$ cat config.mk
export PLATFORM = sky130hd
export DESIGN_NAME = percent_url_decoder
export DESIGN_NICKNAME = d
export VERILOG_FILES = /design/src/design/pud_pkg.sv /design/src/design/percent_url_decoder.sv /design/src/design/pud_front.sv /design/src/design/pud_queue.sv /design/src/design/pud_back.sv
export SDC_FILE = /design/constraint.sdc
export NUM_CORES = 1
export LEC_CHECK = 0
export BUFFER_PORTS_ARGS = -buffer_cell sky130_fd_sc_hd__buf_4
export CORE_ASPECT_RATIO = 0.8
export CORE_MARGIN = 2
export CORE_UTILIZATION = 40
export CTS_CLUSTER_DIAMETER = 120
export DETAILED_ROUTE_END_ITERATION = 16
export PLACE_DENSITY = 0.65
export RECOVER_POWER = 100
export SLEW_MARGIN = 10
export SYNTH_ARGS = -nofsm -noshare
export SYNTH_HDL_FRONTEND = slang
export SYNTH_HIERARCHICAL = 1
export SYNTH_SLANG_ARGS = --single-unit
$ cat constraint.sdc
create_clock -name clk -period 5.5 [get_ports clk]
set_input_delay 0.55 -clock clk [delete_from_list [all_inputs] [get_ports clk]]
set_output_delay 0.55 -clock clk [all_outputs]
set_load 0.1 [all_outputs]
$ cat src/design/pud_pkg.sv
// Package for the percent URL decoder: item types, the job record passed
// from the front to the back, character codes and the hex helpers.
// No dependencies.
package pud_pkg;

  localparam logic [7:0] CHAR_PERCENT = 8'h25;
  localparam logic [7:0] CHAR_PLUS    = 8'h2B;
  localparam logic [7:0] CHAR_SPACE   = 8'h20;

  localparam int unsigned QUEUE_DEPTH = 4;

  typedef struct packed {
    logic [7:0] in_byte;
    logic       in_last;
  } in_item_t;

  typedef struct packed {
    logic [7:0] out_byte;
    logic       out_last;
  } out_item_t;

  // One input item's worth of results: up to three bytes, in order b0, b1, b2
  typedef struct packed {
    logic [1:0] cnt;
    logic [7:0] b0;
    logic [7:0] b1;
    logic [7:0] b2;
    logic       last;
  } job_t;

  function automatic logic is_hex(input logic [7:0] c);
    is_hex = (c >= 8'h30 && c <= 8'h39) || (c >= 8'h41 && c <= 8'h46) ||
             (c >= 8'h61 && c <= 8'h66);
  endfunction

  // Valid only for hex characters; letters have bit 6 set
  function automatic logic [3:0] hex_value(input logic [7:0] c);
    hex_value = c[6] ? (c[3:0] + 4'd9) : c[3:0];
  endfunction

endpackage

$ cat src/design/percent_url_decoder.sv
// Percent URL decoder, top level. Depends on pud_pkg, pud_front, pud_queue, pud_back.
// Path: each accepted character's job enters the queue, then the output register.
// Throughput: one character per cycle; the back emits one byte per cycle while
// the output is popped, so a character giving two or three bytes holds the back
// until its last byte is issued; full stalls the input at QUEUE_DEPTH jobs queued.
// Reset: synchronous active-low rst_n clears escape state, queue and output valid flag.
module percent_url_decoder #(
  parameter int unsigned QUEUE_DEPTH = pud_pkg::QUEUE_DEPTH
) (
  input  logic               clk,
  input  logic               rst_n,
  input  logic               push,
  output logic               full,
  input  pud_pkg::in_item_t  in_item,
  output logic               empty,
  input  logic               pop,
  output pud_pkg::out_item_t out_item
);

  logic          accept, q_push, q_pop, q_valid;
  pud_pkg::job_t wr_job, rd_job;

  assign accept = push && !full;

  pud_front u_front (
    .clk    (clk),
    .rst_n  (rst_n),
    .accept (accept),
    .item   (in_item),
    .push   (q_push),
    .job    (wr_job)
  );

  pud_queue #(
    .Depth (QUEUE_DEPTH)
  ) u_queue (
    .clk    (clk),
    .rst_n  (rst_n),
    .push   (q_push),
    .wr_job (wr_job),
    .pop    (q_pop),
    .full   (full),
    .valid  (q_valid),
    .rd_job (rd_job)
  );

  pud_back u_back (
    .clk       (clk),
    .rst_n     (rst_n),
    .job_valid (q_valid),
    .job       (rd_job),
    .job_pop   (q_pop),
    .pop       (pop && !empty),
    .empty     (empty),
    .item      (out_item)
  );

`ifndef SYNTHESIS
  a_full_has_head: assert property (@(posedge clk) disable iff (!rst_n)
    full |-> q_valid) else $error("queue full with no head job");

  a_pop_when_valid: assert property (@(posedge clk) disable iff (!rst_n)
    q_pop |-> q_valid) else $error("job popped from empty queue");

  a_issue_shows: assert property (@(posedge clk) disable iff (!rst_n)
    q_pop |=> !empty) else $error("final byte of job not presented");

  a_job_nonempty: assert property (@(posedge clk) disable iff (!rst_n)
    (q_push && in_item.in_last) |-> (wr_job.cnt != 2'd0))
    else $error("end of string produced no result");
`endif

endmodule

$ cat src/design/pud_front.sv
// Front end: accepts characters, tracks the escape state and builds one job
// record per character, pushed only if it holds a byte. Depends on pud_pkg.
module pud_front (
  input  logic             clk,
  input  logic             rst_n,
  input  logic             accept,
  input  pud_pkg::in_item_t item,
  output logic             push,
  output pud_pkg::job_t    job
);

  typedef enum logic [2:0] {
    PH_IDLE = 3'b001,
    PH_PCT  = 3'b010,
    PH_HOLD = 3'b100
  } phase_t;

  phase_t     phase_r, phase_nxt;
  logic [7:0] held_r, held_nxt;

  always_comb begin
    logic [3:0][7:0] b;
    logic [1:0]      n;
    logic [7:0]      c;
    logic            pct;
    logic [7:0]      mapped;
    b         = '0;
    n         = 2'd0;
    c         = item.in_byte;
    pct       = (c == pud_pkg::CHAR_PERCENT);
    mapped    = (c == pud_pkg::CHAR_PLUS) ? pud_pkg::CHAR_SPACE : c;
    phase_nxt = PH_IDLE;
    held_nxt  = held_r;

    case (phase_r)
      PH_HOLD: begin
        if (pud_pkg::is_hex(c)) begin
          b[n] = {pud_pkg::hex_value(held_r), pud_pkg::hex_value(c)};
          n    = n + 2'd1;
        end else begin
          b[n] = pud_pkg::CHAR_PERCENT;
          n    = n + 2'd1;
          b[n] = held_r;
          n    = n + 2'd1;
          if (pct) begin
            phase_nxt = PH_PCT;
          end else begin
            b[n] = mapped;
            n    = n + 2'd1;
          end
        end
      end
      PH_PCT: begin
        if (pud_pkg::is_hex(c)) begin
          phase_nxt = PH_HOLD;
          held_nxt  = c;
        end else begin
          b[n] = pud_pkg::CHAR_PERCENT;
          n    = n + 2'd1;
          if (pct) begin
            phase_nxt = PH_PCT;
          end else begin
            b[n] = mapped;
            n    = n + 2'd1;
          end
        end
      end
      default: begin
        if (pct) begin
          phase_nxt = PH_PCT;
        end else begin
          b[n] = mapped;
          n    = n + 2'd1;
        end
      end
    endcase

    // end of string: flush whatever escape is still pending
    if (item.in_last) begin
      if (phase_nxt == PH_PCT) begin
        b[n] = pud_pkg::CHAR_PERCENT;
        n    = n + 2'd1;
      end else if (phase_nxt == PH_HOLD) begin
        b[n] = pud_pkg::CHAR_PERCENT;
        n    = n + 2'd1;
        b[n] = held_nxt;
        n    = n + 2'd1;
      end
      phase_nxt = PH_IDLE;
    end

    job.cnt  = n;
    job.b0   = b[0];
    job.b1   = b[1];
    job.b2   = b[2];
    job.last = item.in_last;
  end

  assign push = accept && (job.cnt != 2'd0);

  always_ff @(posedge clk) begin
    if (!rst_n) begin
      phase_r <= PH_IDLE;
      held_r  <= 8'h00;
    end else if (accept) begin
      phase_r <= phase_nxt;
      held_r  <= held_nxt;
    end
  end

endmodule

$ cat src/design/pud_queue.sv
// Short job queue between front and back, flop storage with write and read
// pointers and an occupancy count. Depends on pud_pkg.
module pud_queue #(
  parameter int unsigned Depth = pud_pkg::QUEUE_DEPTH
) (
  input  logic          clk,
  input  logic          rst_n,
  input  logic          push,
  input  pud_pkg::job_t wr_job,
  input  logic          pop,
  output logic          full,
  output logic          valid,
  output pud_pkg::job_t rd_job
);

  localparam int unsigned PtrW = (Depth > 1) ? $clog2(Depth) : 1;
  localparam int unsigned CntW = $clog2(Depth + 1);

  pud_pkg::job_t mem_r [Depth];
  logic [PtrW-1:0] wr_ptr_r, rd_ptr_r;
  logic [CntW-1:0] count_r;

  function automatic logic [PtrW-1:0] inc_ptr(input logic [PtrW-1:0] p);
    inc_ptr = (p == PtrW'(Depth - 1)) ? '0 : p + PtrW'(1);
  endfunction

  assign full   = (count_r == CntW'(Depth));
  assign valid  = (count_r != '0);
  assign rd_job = mem_r[rd_ptr_r];

  always_ff @(posedge clk) begin
    if (push) begin
      mem_r[wr_ptr_r] <= wr_job;
    end
  end

  always_ff @(posedge clk) begin
    if (!rst_n) begin
      wr_ptr_r <= '0;
      rd_ptr_r <= '0;
      count_r  <= '0;
    end else begin
      if (push) wr_ptr_r <= inc_ptr(wr_ptr_r);
      if (pop)  rd_ptr_r <= inc_ptr(rd_ptr_r);
      if (push && !pop) begin
        count_r <= count_r + CntW'(1);
      end else if (pop && !push) begin
        count_r <= count_r - CntW'(1);
      end
    end
  end

endmodule

$ cat src/design/pud_back.sv
// Back end: walks the bytes of the head job one per cycle into the output
// register while it is free or being popped. Depends on pud_pkg.
module pud_back (
  input  logic              clk,
  input  logic              rst_n,
  input  logic              job_valid,
  input  pud_pkg::job_t     job,
  output logic              job_pop,
  input  logic              pop,
  output logic              empty,
  output pud_pkg::out_item_t item
);

  logic [1:0]         idx_r, idx_nxt;
  logic               out_valid_r;
  pud_pkg::out_item_t out_r;
  logic               load, issue, final_byte;
  logic [7:0]         sel_byte;

  assign load       = !out_valid_r || pop;
  assign issue      = job_valid && load;
  assign final_byte = (idx_r == job.cnt - 2'd1);
  assign job_pop    = issue && final_byte;
  assign idx_nxt    = final_byte ? 2'd0 : idx_r + 2'd1;

  always_comb begin
    case (idx_r)
      2'd0:    sel_byte = job.b0;
      2'd1:    sel_byte = job.b1;
      default: sel_byte = job.b2;
    endcase
  end

  always_ff @(posedge clk) begin
    if (!rst_n) begin
      idx_r       <= 2'd0;
      out_valid_r <= 1'b0;
    end else begin
      if (issue) idx_r <= idx_nxt;
      if (load)  out_valid_r <= job_valid;
    end
  end

  always_ff @(posedge clk) begin
    if (issue) begin
      out_r.out_byte <= sel_byte;
      out_r.out_last <= job.last && final_byte;
    end
  end

  assign empty = !out_valid_r;
  assign item  = out_r;

endmodule
Word level (Yosys, flattened, before mapping). Memories as Yosys holds them, arrays and structs flattened. A register that Yosys moved wholly into a read port is not among the register bits. Cells that the tools add are included.

Word-level logic and storage cells: 112. Input bits: 13. Output and inout port bits: 11. Bits in writable memories: 108. Memories: 1. Register bits: 30.

Equal/unequal tests: 11. Bitwise gates (word level): 3. Magnitude comparators: 10. Reductions and logical operators: 24. Add/subtract/negate cells: 10. Mux-type cells: 44.

Memory list: u_queue.mem_r (words 4, width 27, rd ports 1, clocked after Yosys merged registers in 1, write ports 1, line pud_queue.sv:19) `pud_pkg::job_t mem_r [Depth];`.

Operator list (count): $mux W24 (3); $mux W8 (8); $pmux W8 S2 (3); $bwmux W32 (1); $demux W8 S2 (2); $mux W16 (2); $mux W2 (12); $and A15 B20 Y20 (1); $not A20 Y20 (1); $eq A8 B6 Y1 const B (2); $ge A8 B7 Y1 const B (2); $le A8 B7 Y1 const B (2); $mux W3 (5); $logic_and A1 B1 Y1 (13); $or A9 B12 Y12 (1); $add A2 B1 Y2 const B (5); $eq A3 B3 Y1 const B (3); $add A4 B4 Y4 const B (2); $ge A8 B6 Y1 const B (1); $le A8 B6 Y1 const B (1); $mux W4 (2); $eq A3 B2 Y1 const B (2); $lt A2 B3 Y1 const B (2); $pmux W3 S2 (1); 14 further kinds (25).

Logic depth before layout (Yosys ltp).
Depth after elaboration: 17. Mapped depth: 17. Mapped depth without buffers: 17.

Hierarchy. Netlist, hierarchy kept.

Modules (own cells, without submodules): pud_queue (instances 1, cells an instance 185, area an instance 4403.0 um2); pud_front (instances 1, cells an instance 203, area an instance 1529.0 um2); pud_back (instances 1, cells an instance 60, area an instance 608.1 um2); percent_url_decoder (instances 1, cells an instance 2, area an instance 27.5 um2).

Least setup slack after synthesis. OpenSTA, ideal clock, no wires.

Kind: reg2reg. Start point: register u_queue.count_r[0]. End point: register u_queue.count_r[2]. Cell stages (with the launch flop): 10. Library setup time: 76 ps. Buffers on the path: 0. Data required time: 5424 ps. Period minus slack after synthesis: 4148 ps. Arrival: 4072 ps. Slack: 1352 ps. Path through: dfxtp_1 > nor3b_1 > nor2b_4 > o21a_1 > ha_1 > inv_1 > fa_1 > xor2_1 > or3_1 > a21boi_0.

Longest elaborated chain between the ends: 7.

RTL lines: from (decl) (line pud_queue.sv:21) `logic [CntW-1:0] count_r;`; from (signal assigned) (line pud_queue.sv:46) `count_r <= count_r + CntW'(1);`; from (signal assigned) (line pud_queue.sv:48) `count_r <= count_r - CntW'(1);`; $eq A3 B3 Y1 * (line pud_queue.sv:27) `assign full = (count_r == CntW'(Depth));`; named net full (line percent_url_decoder.sv:13) `output logic full,`; $logic_not A1 Y1 * (line percent_url_decoder.sv:23) `assign accept = push && !full;`; $logic_and A1 B1 Y1 * (line percent_url_decoder.sv:23); named net accept (line percent_url_decoder.sv:20) `logic accept, q_push, q_pop, q_valid;`; $logic_and A1 B1 Y1 * (line pud_front.sv:99) `assign push = accept && (job.cnt != 2'd0);`; named net q_push (line percent_url_decoder.sv:20); $logic_not A1 Y1 (line pud_queue.sv:47) `end else if (pop && !push) begin`; $logic_and A1 B1 Y1 (line pud_queue.sv:47); $reduce_bool A2 Y1 (no line).

The timed path passes the listed nets; every way through them passes the cells marked *. The select of a mux whose other input is x is not followed. A chain may end at the register's enable or synchronous reset.

==> results.toml <==
[floorplan]
die_x_um = 147
chipHeight_um = 119
initial_utilization = 0.413
io-pin-count = 24
dieArea_sq_um = 17500
placementRows = 41
core-area_sq_um = 15900

[critical_path]
reg2reg_to = "u_queue/count_r[2]"
worst_path_largest_cell_delay_ns = 0.58
rrSetupSlack_ns = 1.67
worst-endpoint-required_ns = 5.83
critical_path.slowest_cell = "sky130_fd_sc_hd__o31ai_1"
timing.critical_path.from_type = "primary input"
r2r-start = "u_front/phase_r[1]"
critical_path.cell_chain = "clkbuf_1 > inv_1 > ha_1 > nor2_1 > o31ai_1 > a32oi_1 > inv_1 > ha_1 > o21ai_0 > nand2_1 > o221a_1 > o21a_1 > ha_1 > inv_1 > fa_1 > xor2_1 > or3_1 > a21boi_0"
ff2ff_path_depth = 15
critical_path_arrival_ns = 4.59
setup.worst_path.end_class = "flop"
timing.setup.critical_path_class = "in2reg"
crit_path_max_fanout = 8

[hold_path]
worstHoldPathCells = 2
worst_hold_path.endpoint = "u_front/phase_r[0]"
timing.hold.worst.class = "in2reg"
hold_path_startpoint = "rst_n"

[sta]
max_slew_margin = -0.298
timing.final.setup_violations = 0
rsz_0062_raised_after_global_routing = "no"
worst_pin_slew_ns = 1.94
timing.final.max_slew_violations = 17
setup_tns_ns = 0
period_needed_ns = 4.26
final-hold-violation-count = 0
hold-worst-slack_ns = 0.441
timing.fmax_mhz = 235
post_route_clock_period_utilization = 0.775
finClkSkew_ns = 0.00642

[global_routing]
overflow = 0
wire_length_of_the_first_global_routing_pass_um = 22700
grt.total_usage = 0.173
number_of_antenna_violations_at_the_first_check_in_global_routing = 0
maximum_number_of_pins_on_one_net_before_global_route_repair = 28
vias_in_the_first_global_route = 3949

[final_layout]
fillers = 1425
design_area_sq_um = 7440
final_cells = 709
fin_util = 0.468
area_delta_synth_final_pct = 13.4
antennaDiodeCount = 0
final_layout_size_suffix_gt1_frac = 0.162
finish.net_count = 512

[run_status]
violated_checks = "capacitance limit, slew limit"
status = "finished, violations left"

[route]
drt_wl_total_um = 14300
remaining_drc_errors = 0
ant_nets = 0
vias = 3965
drt-wirelength-per-cell_um = 20.1
number_of_search_and_repair_iterations_in_the_first_detailed_routing_pass = 5
drt_iter0_markers = 382
drt-vias-per-instance = 5.59

[cts]
clk_pin_slew_ns = 0.06
ctsHtreeMaxLevel = 4
ctsRootBufferMaster = "sky130_fd_sc_hd__clkbuf_16"
cts_tree = "yes"
tritoncts.num_buffers = 17
postCtsHoldBufs = 0
cts.sink_count = 140
clk_latency_ns = 0.41
cts_buffer_depth = 2
post-cts-setup-buffers = 0
post_cts.resized_instances = 0

[synth]
yosysSeqAreaShare = 0.605
mappedNetlistArea_sq_um = 6570
fraction_of_registers_with_async_set_or_reset_after_synthesis = 0
ys_warn_count = 6
syn_avg_cell_area_sq_um = 14.6
yosys.cell_types.count = 67
synth_seq_cells = 140
synth_edf_count = 117
postSynthNetCount = 481
post_synth_inst_count = 450
synth_top_flop_cell = "sky130_fd_sc_hd__edfxtp_1"

[placement]
place_inst = 677
post-dp-hpwl_um = 9460
port_buffer_cells = 23
dpl-instance-area_sq_um = 6940
finalWeightedCongestion = 0.941

[power_and_ir_drop]
vdd_drop_max_mv = 0.220
total_power_density_per_cell_area_nw_per_um2 = 468
cellLeakagePower_nw = 2.53

[job]
max_cap_viol_count = 1
-- flip-flops by register name, summed over array words and instances (netlist names), named ones only --
signal,flops
u_queue/mem_r,108
u_front/phase_r,3
u_queue/wr_ptr_r,2
u_queue/count_r,3
u_queue/rd_ptr_r,2
u_front/held_r,8
u_back/out_valid_r,1
u_back/idx_r,2
u_back/item,9
-- critical path: cells and delay by family --
family	cells	cell delay [ns]
buffers and inverters	4	0.56
AO/OA/AOI/OAI	6	1.78
XOR/XNOR	1	0.15
AND/OR/NAND/NOR	3	0.47
adder cells (fa/ha/maj)	4	1.09
-- cell usage after synthesis, drive strengths merged (8+ instances only) --
cell / n / area (sq um)
a21oi: 15 / 78.8
mux4: 27 / 634
nand2: 32 / 120
nand4: 8 / 50.1
mux2i: 8 / 80.1
buf: 12 / 105
ha: 17 / 213
a22oi: 9 / 67.6
inv: 19 / 71.3
edfxtp: 117 / 3510
o21ai: 17 / 92.6
and2: 12 / 75.1
nor2: 22 / 90.1
nor2b: 9 / 71.3
or3: 8 / 50.1
dfxtp: 23 / 460
-- how the worst max path moves through the flow --
stage,end,depth (start not counted),slack [ns],startpoint
2_1_floorplan,u_queue/count_r[2],9,1.35,u_queue/count_r[0]
3_3_place_gp,u_queue/count_r[2],17,1.38,in_item[2]
3_5_place_dp,u_queue/count_r[2],17,1.20,in_item[2]
4_1_cts,u_queue/count_r[2],17,1.63,in_item[2]
5_1_grt,u_queue/count_r[2],18,0.83,in_item[2]
6_report,u_queue/count_r[2],18,1.24,in_item[2]
-- layout make-up --
class                      count  area, sq um  area share
multi-input combinational    272         2360       0.317
clock inverter                14          169      0.0227
inverter                      19         71.3     0.00958
timing repair buffer          31          170      0.0229
clock buffer                  18          429      0.0576
tap                          215          269      0.0361
sequential                   140         3980       0.534
-- cell usage in the layout, fill, tap and decap left out, drive strengths merged, types with 5 or more instances in the layout --
cell type    n
edfxtp     117
clkbuf      36
nand2       32
mux4        27
dfxtp       23
nor2        22
inv         21
ha          17
o21ai       17
a21oi       15
buf         13
and2        12
a22oi        9
nor2b        9
mux2i        8
nand4        8
or3          8
nand3        6
nand2b       6
clkinv       6
xnor2        5
a32oi        5
-- logic make-up (layout without fill, tap and decap cells) --
group	after synthesis	count (layout)	share of synthesized area
simple gates	119	119	0.104
compound gates	91	91	0.104
buf+inv	38	82	0.0309
mux	35	35	0.109
flops	140	140	0.605
xor+xnor	9	9	0.0120
fa+ha+maj	18	18	0.0354
-- power by group --
part / switching (mW) / total (mW) / internal [mW]
combinational: 0.685 / 0.996 / 0.311
sequential: 0.0436 / 1.36 / 1.31
clock: 0.423 / 1.14 / 0.713
total: 1.15 / 3.49 / 2.34
-- through the flow --
stage,total power [mW],setup slack [ns]
6_report,3.49,1.24
5_1_grt,3.65,0.835
4_1_cts,3.56,1.63
3_5_place_dp,2.43,1.20
3_3_place_gp,2.41,1.38
2_1_floorplan,2.22,1.35
-- routing by layer --
layer,GRT usage,up-vias,wire length (um)
met2,0.255,136,6430
met3,0.0440,8,849
li1,-,1831,-
met5,0,-,0
met1,0.253,1990,6820
met4,0.0517,0,145
No activity file was read; power rests on OpenSTA's default activity.
